### src/hdl/hdfr_pkg.sv
// Package for the hash-delimited frame router.
// Holds frame size, byte codes, route codes and the controller/datapath structs.
// No dependencies.
`default_nettype none
package hdfr_pkg;

  localparam int FRAME_BYTES = 40;
  localparam int IDX_W = $clog2(FRAME_BYTES);
  localparam int CNT_W = $clog2(FRAME_BYTES + 1);

  localparam logic [7:0] MARK_BYTE  = 8'h23;
  localparam logic [7:0] SPACE_BYTE = 8'h20;
  localparam logic [7:0] TAG_F = 8'h46;
  localparam logic [7:0] TAG_D = 8'h44;
  localparam logic [7:0] TAG_C = 8'h43;
  localparam logic [7:0] TAG_P = 8'h50;
  localparam logic [7:0] TAG_T = 8'h54;
  localparam logic [7:0] TAG_L = 8'h4C;

  localparam logic [2:0] ROUTE_MSP     = 3'd0;
  localparam logic [2:0] ROUTE_DIMMER  = 3'd1;
  localparam logic [2:0] ROUTE_CURRENT = 3'd2;
  localparam logic [2:0] ROUTE_PIR     = 3'd3;
  localparam logic [2:0] ROUTE_TEMP    = 3'd4;
  localparam logic [2:0] ROUTE_LDR     = 3'd5;

  typedef struct packed {
    logic open;     // frame start: reset fill count and tag
    logic store;    // write word at fill position
    logic idx_clr;  // start emission at position 0
    logic rd;       // read store at emission position
    logic idx_inc;  // step emission position
  } dp_cmd_t;

  typedef struct packed {
    logic is_mark;
    logic full;
    logic route_ok;
    logic is_last;
  } dp_stat_t;

  function automatic logic [2:0] route_of(input logic [7:0] tag);
    logic [2:0] r;
    case (tag)
      TAG_F:   r = ROUTE_MSP;
      TAG_D:   r = ROUTE_DIMMER;
      TAG_C:   r = ROUTE_CURRENT;
      TAG_P:   r = ROUTE_PIR;
      TAG_T:   r = ROUTE_TEMP;
      TAG_L:   r = ROUTE_LDR;
      default: r = ROUTE_MSP;
    endcase
    return r;
  endfunction

  function automatic logic tag_known(input logic [7:0] tag);
    logic k;
    case (tag)
      TAG_F, TAG_D, TAG_C, TAG_P, TAG_T, TAG_L: k = 1'b1;
      default:                                  k = 1'b0;
    endcase
    return k;
  endfunction

endpackage
`default_nettype wire

### src/hdl/hdfr_if.sv
// Valid/ready channel interfaces for the frame router.
// Depends on nothing; payload widths are fixed by the frame format.
`default_nettype none
interface hdfr_in_if;
  logic       valid;
  logic       ready;
  logic [7:0] rx_byte;
  modport source (output valid, output rx_byte, input ready);
  modport sink (input valid, input rx_byte, output ready);
endinterface

interface hdfr_out_if;
  logic       valid;
  logic       ready;
  logic [2:0] route;
  logic [7:0] payload_byte;
  logic       last;
  modport source (output valid, output route, output payload_byte, output last, input ready);
  modport sink (input valid, input route, input payload_byte, input last, output ready);
endinterface
`default_nettype wire

### src/hdl/hdfr_ctrl.sv
// Frame router controller: idle / fill / read / send state machine.
// Depends on hdfr_pkg for command and status structs.
`default_nettype none
module hdfr_ctrl (
  input  wire logic             clk,
  input  wire logic             rst_n,
  input  wire logic             in_valid,
  output logic                  in_ready,
  output logic                  out_valid,
  input  wire logic             out_ready,
  input  wire hdfr_pkg::dp_stat_t stat,
  output hdfr_pkg::dp_cmd_t     cmd
);

  localparam logic [1:0] ST_IDLE = 2'd0;
  localparam logic [1:0] ST_FILL = 2'd1;
  localparam logic [1:0] ST_RD   = 2'd2;
  localparam logic [1:0] ST_SEND = 2'd3;

  logic [1:0] state_r, state_nxt;
  logic       acc;

  assign acc = in_valid && in_ready;

  always_comb begin
    state_nxt = state_r;
    cmd       = '0;
    in_ready  = 1'b0;
    out_valid = 1'b0;
    case (state_r)
      ST_IDLE: begin
        in_ready = 1'b1;
        if (acc && stat.is_mark) begin
          cmd.open  = 1'b1;
          state_nxt = ST_FILL;
        end
      end
      ST_FILL: begin
        in_ready = 1'b1;
        if (acc) begin
          if (!stat.is_mark && !stat.full) begin
            cmd.store = 1'b1;
          end else if (stat.route_ok) begin
            cmd.idx_clr = 1'b1;
            state_nxt   = ST_RD;
          end else begin
            state_nxt = ST_IDLE;
          end
        end
      end
      ST_RD: begin
        cmd.rd    = 1'b1;
        state_nxt = ST_SEND;
      end
      ST_SEND: begin
        out_valid = 1'b1;
        if (out_ready) begin
          if (stat.is_last) begin
            state_nxt = ST_IDLE;
          end else begin
            cmd.idx_inc = 1'b1;
            state_nxt   = ST_RD;
          end
        end
      end
      default: state_nxt = ST_IDLE;
    endcase
  end

  always_ff @(posedge clk) begin
    if (!rst_n) begin
      state_r <= ST_IDLE;
    end else begin
      state_r <= state_nxt;
    end
  end

endmodule
`default_nettype wire

### src/hdl/hdfr_dpath.sv
// Frame router datapath: frame store memory, fill count, tag and emission index.
// Depends on hdfr_pkg; entries past the fill count read as zero.
`default_nettype none
module hdfr_dpath (
  input  wire logic              clk,
  input  wire logic              rst_n,
  input  wire logic [7:0]        rx_byte,
  input  wire hdfr_pkg::dp_cmd_t cmd,
  output hdfr_pkg::dp_stat_t     stat,
  output logic [2:0]             route,
  output logic [7:0]             payload_byte,
  output logic                   last
);

  logic [7:0]                 mem [hdfr_pkg::FRAME_BYTES];
  logic [hdfr_pkg::CNT_W-1:0] fill_r;
  logic [hdfr_pkg::IDX_W-1:0] idx_r;
  logic [7:0]                 tag_r;
  logic [7:0]                 rd_data_r;
  logic                       first_r;
  logic                       pad_r;
  logic                       last_r;

  assign stat.is_mark  = (rx_byte == hdfr_pkg::MARK_BYTE);
  assign stat.full     = (fill_r == hdfr_pkg::CNT_W'(hdfr_pkg::FRAME_BYTES));
  assign stat.route_ok = hdfr_pkg::tag_known(tag_r);
  assign stat.is_last  = last_r;

  assign route        = hdfr_pkg::route_of(tag_r);
  assign payload_byte = first_r ? hdfr_pkg::SPACE_BYTE : (pad_r ? 8'h00 : rd_data_r);
  assign last         = last_r;

  always_ff @(posedge clk) begin
    if (cmd.store) begin
      mem[fill_r[hdfr_pkg::IDX_W-1:0]] <= rx_byte;
    end
    if (cmd.rd) begin
      rd_data_r <= mem[idx_r];
    end
  end

  always_ff @(posedge clk) begin
    if (!rst_n) begin
      fill_r  <= '0;
      idx_r   <= '0;
      tag_r   <= '0;
      first_r <= 1'b0;
      pad_r   <= 1'b0;
      last_r  <= 1'b0;
    end else begin
      if (cmd.open) begin
        fill_r <= '0;
        tag_r  <= '0;
      end else if (cmd.store) begin
        fill_r <= fill_r + 1'b1;
        if (fill_r == '0) begin
          tag_r <= rx_byte;
        end
      end
      if (cmd.idx_clr) begin
        idx_r <= '0;
      end else if (cmd.idx_inc) begin
        idx_r <= idx_r + 1'b1;
      end
      if (cmd.rd) begin
        first_r <= (idx_r == '0);
        pad_r   <= (hdfr_pkg::CNT_W'(idx_r) >= fill_r) ? 1'b1 : 1'b0;
        last_r  <= (idx_r == hdfr_pkg::IDX_W'(hdfr_pkg::FRAME_BYTES - 1));
      end
    end
  end

endmodule
`default_nettype wire

### src/hdl/hash_delimited_frame_router_top.sv
// Hash-delimited frame router top: '#'-framed byte capture, tag lookup, burst emit.
// Input is accepted whenever the router is idle or filling; a frame with a known tag
// ends in a burst of FRAME_BYTES output words, each a store read and then a send that
// waits for out_ready. Input is held off during the burst. Synchronous active-low reset
// returns to idle. Depends on hdfr_pkg, hdfr_if, hdfr_ctrl and hdfr_dpath.
`default_nettype none
module hash_delimited_frame_router_top (
  input  wire logic  clk,
  input  wire logic  rst_n,
  hdfr_in_if.sink    in_ch,
  hdfr_out_if.source out_ch
);

  hdfr_pkg::dp_cmd_t  cmd;
  hdfr_pkg::dp_stat_t stat;

  hdfr_ctrl u_ctrl (
    .clk       (clk),
    .rst_n     (rst_n),
    .in_valid  (in_ch.valid),
    .in_ready  (in_ch.ready),
    .out_valid (out_ch.valid),
    .out_ready (out_ch.ready),
    .stat      (stat),
    .cmd       (cmd)
  );

  hdfr_dpath u_dpath (
    .clk          (clk),
    .rst_n        (rst_n),
    .rx_byte      (in_ch.rx_byte),
    .cmd          (cmd),
    .stat         (stat),
    .route        (out_ch.route),
    .payload_byte (out_ch.payload_byte),
    .last         (out_ch.last)
  );

endmodule
`default_nettype wire

### src/flat_wrapper.sv
// flat-port wrapper written by rule: the top's interface ports become plain ports
module hash_delimited_frame_router_top_flat 
  (clk, rst_n, in_ch_valid, in_ch_rx_byte, in_ch_ready, out_ch_valid, out_ch_route, out_ch_payload_byte, out_ch_last, out_ch_ready);
  hdfr_in_if in_ch_i ();
  hdfr_out_if out_ch_i ();
  input  wire logic clk;
  input  wire logic rst_n;
  input wire logic [$bits(in_ch_i.valid)-1:0] in_ch_valid;
  input wire logic [$bits(in_ch_i.rx_byte)-1:0] in_ch_rx_byte;
  output wire logic [$bits(in_ch_i.ready)-1:0] in_ch_ready;
  output wire logic [$bits(out_ch_i.valid)-1:0] out_ch_valid;
  output wire logic [$bits(out_ch_i.route)-1:0] out_ch_route;
  output wire logic [$bits(out_ch_i.payload_byte)-1:0] out_ch_payload_byte;
  output wire logic [$bits(out_ch_i.last)-1:0] out_ch_last;
  input wire logic [$bits(out_ch_i.ready)-1:0] out_ch_ready;
  assign in_ch_i.valid = in_ch_valid;
  assign in_ch_i.rx_byte = in_ch_rx_byte;
  assign in_ch_ready = in_ch_i.ready;
  assign out_ch_valid = out_ch_i.valid;
  assign out_ch_route = out_ch_i.route;
  assign out_ch_payload_byte = out_ch_i.payload_byte;
  assign out_ch_last = out_ch_i.last;
  assign out_ch_i.ready = out_ch_ready;
  hash_delimited_frame_router_top u_core (.clk(clk), .rst_n(rst_n), .in_ch(in_ch_i), .out_ch(out_ch_i));
endmodule
### config.mk
export PLATFORM = sky130hd
export DESIGN_NAME = hash_delimited_frame_router_top_flat
export DESIGN_NICKNAME = d
export VERILOG_FILES = /design/src/hdl/hdfr_pkg.sv /design/src/hdl/hdfr_if.sv /design/src/hdl/hdfr_ctrl.sv /design/src/hdl/hdfr_dpath.sv /design/src/hdl/hash_delimited_frame_router_top.sv /design/src/flat_wrapper.sv
export SDC_FILE = /design/constraint.sdc
export NUM_CORES = 1
export LEC_CHECK = 0
export CAP_MARGIN = 20
export CORE_MARGIN = 8
export CORE_UTILIZATION = 65
export CTS_CLUSTER_SIZE = 12
export DETAILED_ROUTE_END_ITERATION = 8
export DONT_BUFFER_PORTS = 1
export PLACE_DENSITY = 0.83
export SYNTH_ARGS = -nofsm -noshare
export SYNTH_HDL_FRONTEND = slang
export SYNTH_SLANG_ARGS = --single-unit
### constraint.sdc
create_clock -name clk -period 4.3 [get_ports clk]
set_input_delay 0.43 -clock clk [delete_from_list [all_inputs] [get_ports clk]]
set_output_delay 0.43 -clock clk [all_outputs]
set_load 0.01 [all_outputs]
Word-level counts from Yosys, hierarchy flattened. Memories as Yosys holds them, arrays and structs flattened. A register that Yosys moved wholly into a read port is not among the register bits. Index checks and enable logic that the tools add are counted. Widths: inputs -> output; s select.

$add $sub $neg: 2. Magnitude comparators: 1. Eq/ne operators: 16. Mux-type cells: 27. Bitwise operators: 1. Reduce and logical (&&, ||, !) cells: 14.

Operators by type and width (count): $eq 8x7->1 const B (6); $mux 2 (8); $mux 8 (2); $mux 1 (15); $pmux 3 s5 (1); $add 6x1->6 const B (2); $eq 6x6->1 const B (2); $logic_not 6->1 (2); $eq 8x6->1 const B (1); $ne 2x2->1 const B (4); $pmux 2 s4 (1); $ge 6x6->1 (1); $reduce_or 2->1 (3); $reduce_or 6->1 (1); $eq 2x2->1 const B (2); $reduce_and 4->1 (1); $logic_and 1x1->1 (3); $eq 2x1->1 const B (1); $logic_not 1->1 (2); $logic_not 2->1 (1); $reduce_and 2->1 (1); $not 1->1 (1).

Flip-flop bits (word level): 25. Bits in writable memories: 320. Memories kept: 1.

Memories: u_core.u_dpath.mem (depth 40, bits a word 8, rd ports 1, clocked after Yosys merged registers in 1, write ports 1, RTL line hdfr_dpath.sv:15) `logic [7:0] mem [hdfr_pkg::FRAME_BYTES];`.

Logic depth before layout (Yosys ltp).
Word-level depth: 9. Mapped depth: 10. Mapped depth without buffers: 8.

Hierarchy. Synthesis repeated with hierarchy kept, for this count alone.

Cells, all modules: 821. Area, all modules: 14283.7 um2.

By module, submodules not included: hdfr_dpath (times used 1, cells an instance 800, area each 14133.6 um2, seq. area each 10309.9 um2); hdfr_ctrl (times used 1, cells an instance 21, area each 150.1 um2, seq. area each 40.0 um2).

Worst setup path before layout. Ideal clock, no wire load.

Kind: register to register. From: register u_core.u_dpath.fill_r[0] (netlist bit). To: memory u_core.u_dpath.mem[24][0] (enable). Library setup time: 0.370 ns. Arrival time: 1.950 ns. Required time: 3.930 ns. Path slack: 1.980 ns. Cell stages (with the launch flop): 9. Cells stage by stage: dfxtp_1 inv_1 ha_1 nor2b_1 a32oi_2 nand2_1 nor2_1 nand2_1 nor2_1.

Cells in the longest elaborated chain, start to end: 8.

RTL lines: from (decl) (RTL line hdfr_dpath.sv:16) `logic [hdfr_pkg::CNT_W-1:0] fill_r;`; from (signal assigned) (RTL line hdfr_dpath.sv:55) `fill_r <= fill_r + 1'b1;`; $eq 6x6->1 (RTL line hdfr_dpath.sv:25) `assign stat.full = (fill_r == hdfr_pkg::CNT_W'(hdfr_pkg::FRAME_BYTES));`; $logic_not 1->1 (RTL line hdfr_ctrl.sv:41) `if (!stat.is_mark && !stat.full) begin`; $logic_and 1x1->1 (RTL line hdfr_ctrl.sv:41); $mux 1 (RTL line hdfr_ctrl.sv:41); $mux 2 (RTL line hdfr_ctrl.sv:40) `if (acc) begin`; $mux 2 (RTL line hdfr_ctrl.sv:30) `case (state_r)`; $mux 1 (RTL line hdfr_dpath.sv:34) `if (cmd.store) begin`; $mux 1 (implied by the code) (RTL line hdfr_dpath.sv:35) `mem[fill_r[hdfr_pkg::IDX_W-1:0]] <= rx_byte;`; to (decl) (RTL line hdfr_dpath.sv:15).

Several ways; a longest one is shown, not always the timed one.

Final worst setup path.
From: register u_core.u_dpath.fill_r[1] (netlist bit). To: memory u_core.u_dpath.mem[34][1] (enable).

Same word-level chain as after synthesis.

==> flow_summary.json <==
{
  "status": "finished clean",
  "crit_required_ns": 4.45,
  "hold_violations": 0,
  "cpLargestDelayFamily": "simple AND/OR/NAND/NOR gates",
  "syn-num-nets": 764,
  "numCtsBuffers": 36,
  "crit_chain": "inv_1 -> ha_1 -> nor2b_1 -> a32oi_2 -> nand2_1 -> nor2_1 -> nand2_1 -> nor2_1",
  "area_growth_pct": 9.66,
  "route.detailed.drc": 0,
  "rr_endpoint": "u_core.u_dpath.mem[34][1]",
  "grt_pass1_wl_um": 46900,
  "synth_top_area_frac": 0.704,
  "rsz0062_at_grt": "no",
  "tightest_slew_ns": 1.12,
  "synth_edf_count": 328,
  "leakagePower_nw": 4.72,
  "drt-met1-wl_um": 11900,
  "synth_ff_type": "edfxtp_1",
  "ys_seq_elements": 353,
  "core_area_mm2": 0.0211,
  "cp_max_fo": 8,
  "rrSetupSlack_ns": 1.28,
  "setup_viol": 0,
  "fp-row-count": 53,
  "critPathLaunchType": "register",
  "overflow": 0,
  "yosys.cell_types.count": 46,
  "track_usage": 0.241,
  "clock_latency_ns": 0.53,
  "top_layer_used": "met5",
  "hold_end": "u_core.u_dpath.mem[16][3]",
  "cp.depth": 8,
  "min_path_type": "input pin to register",
  "power_density_mw_per_mm2": 427,
  "drv_cap": 0,
  "cts_tree": "built",
  "firstDrtPassIters": 5,
  "synth_top_cell_by_area": "edfxtp_1",
  "cpPeakStageDelay_ns": 0.72,
  "finalMaxSlewViolations": 0,
  "holdPathStages": 0,
  "antenna_found_initial": 2,
  "whs_ns": 0.0163,
  "h-tree-depth": 2,
  "grt_pass1_vias": 7261,
  "portBuffers": 0,
  "routed_wl_um": 31500,
  "clock.fmax_ghz": 0.331,
  "synth_common_cells": "328 x edfxtp_1, 80 x mux4_2, 78 x nor2_1",
  "io_pins": 26,
  "hpwl_um": 18200,
  "route.vias.total": 7344,
  "die_y_um": 163,
  "synthCells": 742,
  "peakVddDrop_mv": 0.352,
  "synth.most_common_cell": "edfxtp_1",
  "clock_path_buffers": 3,
  "drtIter0Drc": 923,
  "finalCriticalPeriod_ns": 3.02,
  "setup_tns_ns": 0,
  "routed-wl-met2_um": 15400,
  "layout-drive-gt1-share": 0.179,
  "async_flop_share": 0,
  "worstHoldStart": "in_ch_rx_byte[3]",
  "arrival_ns": 3.17,
  "r2r_cells": 8,
  "yosys_warnings": 0,
  "start_util": 0.663,
  "crit_path_end_kind": "register",
  "place_congestion": 0.897,
  "yosysSeqAreaShare": 0.740,
  "syn_area_mm2": 0.0140,
  "synth_area_per_cell_um2": 18.8,
  "drt.antenna.violating_nets": 0,
  "die_area_mm2": 0.0265,
  "finalCritPeriodShare": 0.702,
  "synth.area.top_cells": "edfxtp_1 70%, mux4_2 13%, dfxtp_1 3.6%",
  "n_antenna_cell": 0,
  "reg2reg_from": "u_core.u_dpath.fill_r[1]",
  "skew_ns": 0.0235,
  "grt_max_degree": 79,
  "viasPerCell": 6.95,
  "clk_pin_slew_worst_paths_ns": 0.06,
  "max_slew_margin": 0.236,
  "route.met3.wl_um": 3350,
  "crit_buf_inv": 1,
  "post_drt_wl_per_cell_um": 29.8,
  "root_buffer": "clkbuf_16",
  "cp_slowest_cell": "nor2_1",
  "layout.nets": 787,
  "die_x_um": 163,
  "cts.sinks": 353,
  "cts_resized": 0,
  "worstSetupPathType": "register to register"
}
[worst register-to-register path, stage by stage, from the launching register on]
cell and delay (ns):
dfxtp_1 0.40, inv_1 0.12, ha_1 0.18, nor2b_1 0.16, a32oi_2 0.35, nand2_1 0.14
nor2_1 0.26, nand2_1 0.33, nor2_1 0.72
[registers in the layout, indices dropped and copies added, names as in the netlist]
signal / count
u_core.u_dpath.last: 1
u_core.u_dpath.mem: 320
u_core.u_dpath.first_r: 1
u_core.u_dpath.idx_r: 6
u_core.u_dpath.fill_r: 6
u_core.u_dpath.tag_r: 8
u_core.u_dpath.pad_r: 1
u_core.u_dpath.rd_data_r: 8
u_core.u_ctrl.state_r: 2
[kinds of logic after synthesis]
kind of cell / synth area share
adders and majority gates: 0.00895
and+or+nand+nor: 0.0501
xor gates and xnor gates: 0.00501
AOI/OAI and AO/OA: 0.0387
muxes: 0.141
buffers and inverters: 0.0161
DFF: 0.740
[report_power, final]
part	leakage, nW	internal (mW)	switching (mW)
sequential	3.15	3.75	0.000155
combinational	1.08	0.0102	0.0146
clock	0.491	1.56	1.21
[routing by layer]
| metal | vias to the layer above | global-route usage |
|---|---|---|
| met1 | 3757 | 0.336 |
| met3 | 77 | 0.0475 |
| met2 | 487 | 0.382 |
| li1 | 3019 | - |
| met4 | 4 | 0.0780 |
| met5 | - | 0 |
[area by class of cell]
class                           instances  area (um^2)
Clock buffer                           46          960
Multi-Input combinational cell        344         3410
Fill cell                            1170         5750
Clock inverter                          9         46.3
Tap cell                              275          344
Inverter                               13         48.8
Sequential cell                       353        10400
Timing Repair Buffer                   17          170
[layout by cell type, fill, tap and decap left out, types with 9 or more instances in the layout]
cell and n:
a22oi_1 32, a21oi_1 15, edfxtp_1 328, mux4_2 80
dfxtp_1 23, inv_1 11, and2_1 11, clkbuf_16 37
dlygate4sd3_1 12, clkbuf_1 9, nor2_1 78, ha_1 10
nand2_1 37
[metrics by stage]
stage          std cells  setup slack, ns  power [mW]  cell area (um^2)   util
6_report            1057             1.28        6.55             15300  0.727
5_1_grt             1057             1.10        6.69             15300  0.727
4_1_cts             1053             1.30        6.56             15300  0.725
3_5_place_dp         990             1.30        3.83             14200  0.674
3_3_place_gp         990             1.42        3.83             14200  0.674
2_1_floorplan        742             1.98        3.83             14000      -
[worst max path at each step]
stage	slack, ns	end	startpoint
final	1.28	u_core.u_dpath.mem[34][1]	u_core.u_dpath.fill_r[1]
after global routing	1.10	u_core.u_dpath.mem[34][1]	u_core.u_dpath.fill_r[1]
after CTS	1.30	u_core.u_dpath.mem[8][3]	u_core.u_dpath.fill_r[1]
after detailed placement	1.30	u_core.u_dpath.mem[8][4]	u_core.u_dpath.fill_r[1]
after global placement	1.42	u_core.u_dpath.mem[8][4]	u_core.u_dpath.fill_r[0]
after floorplan	1.98	u_core.u_dpath.mem[24][0]	u_core.u_dpath.fill_r[0]
[repair_timing]
item / 4_1_cts / 5_1_grt
buffers inserted: 0 / 0
hold endpoints to repair: 12 / 13
hold buffers: 8 / 4
(Power assumes the default switching activity.)
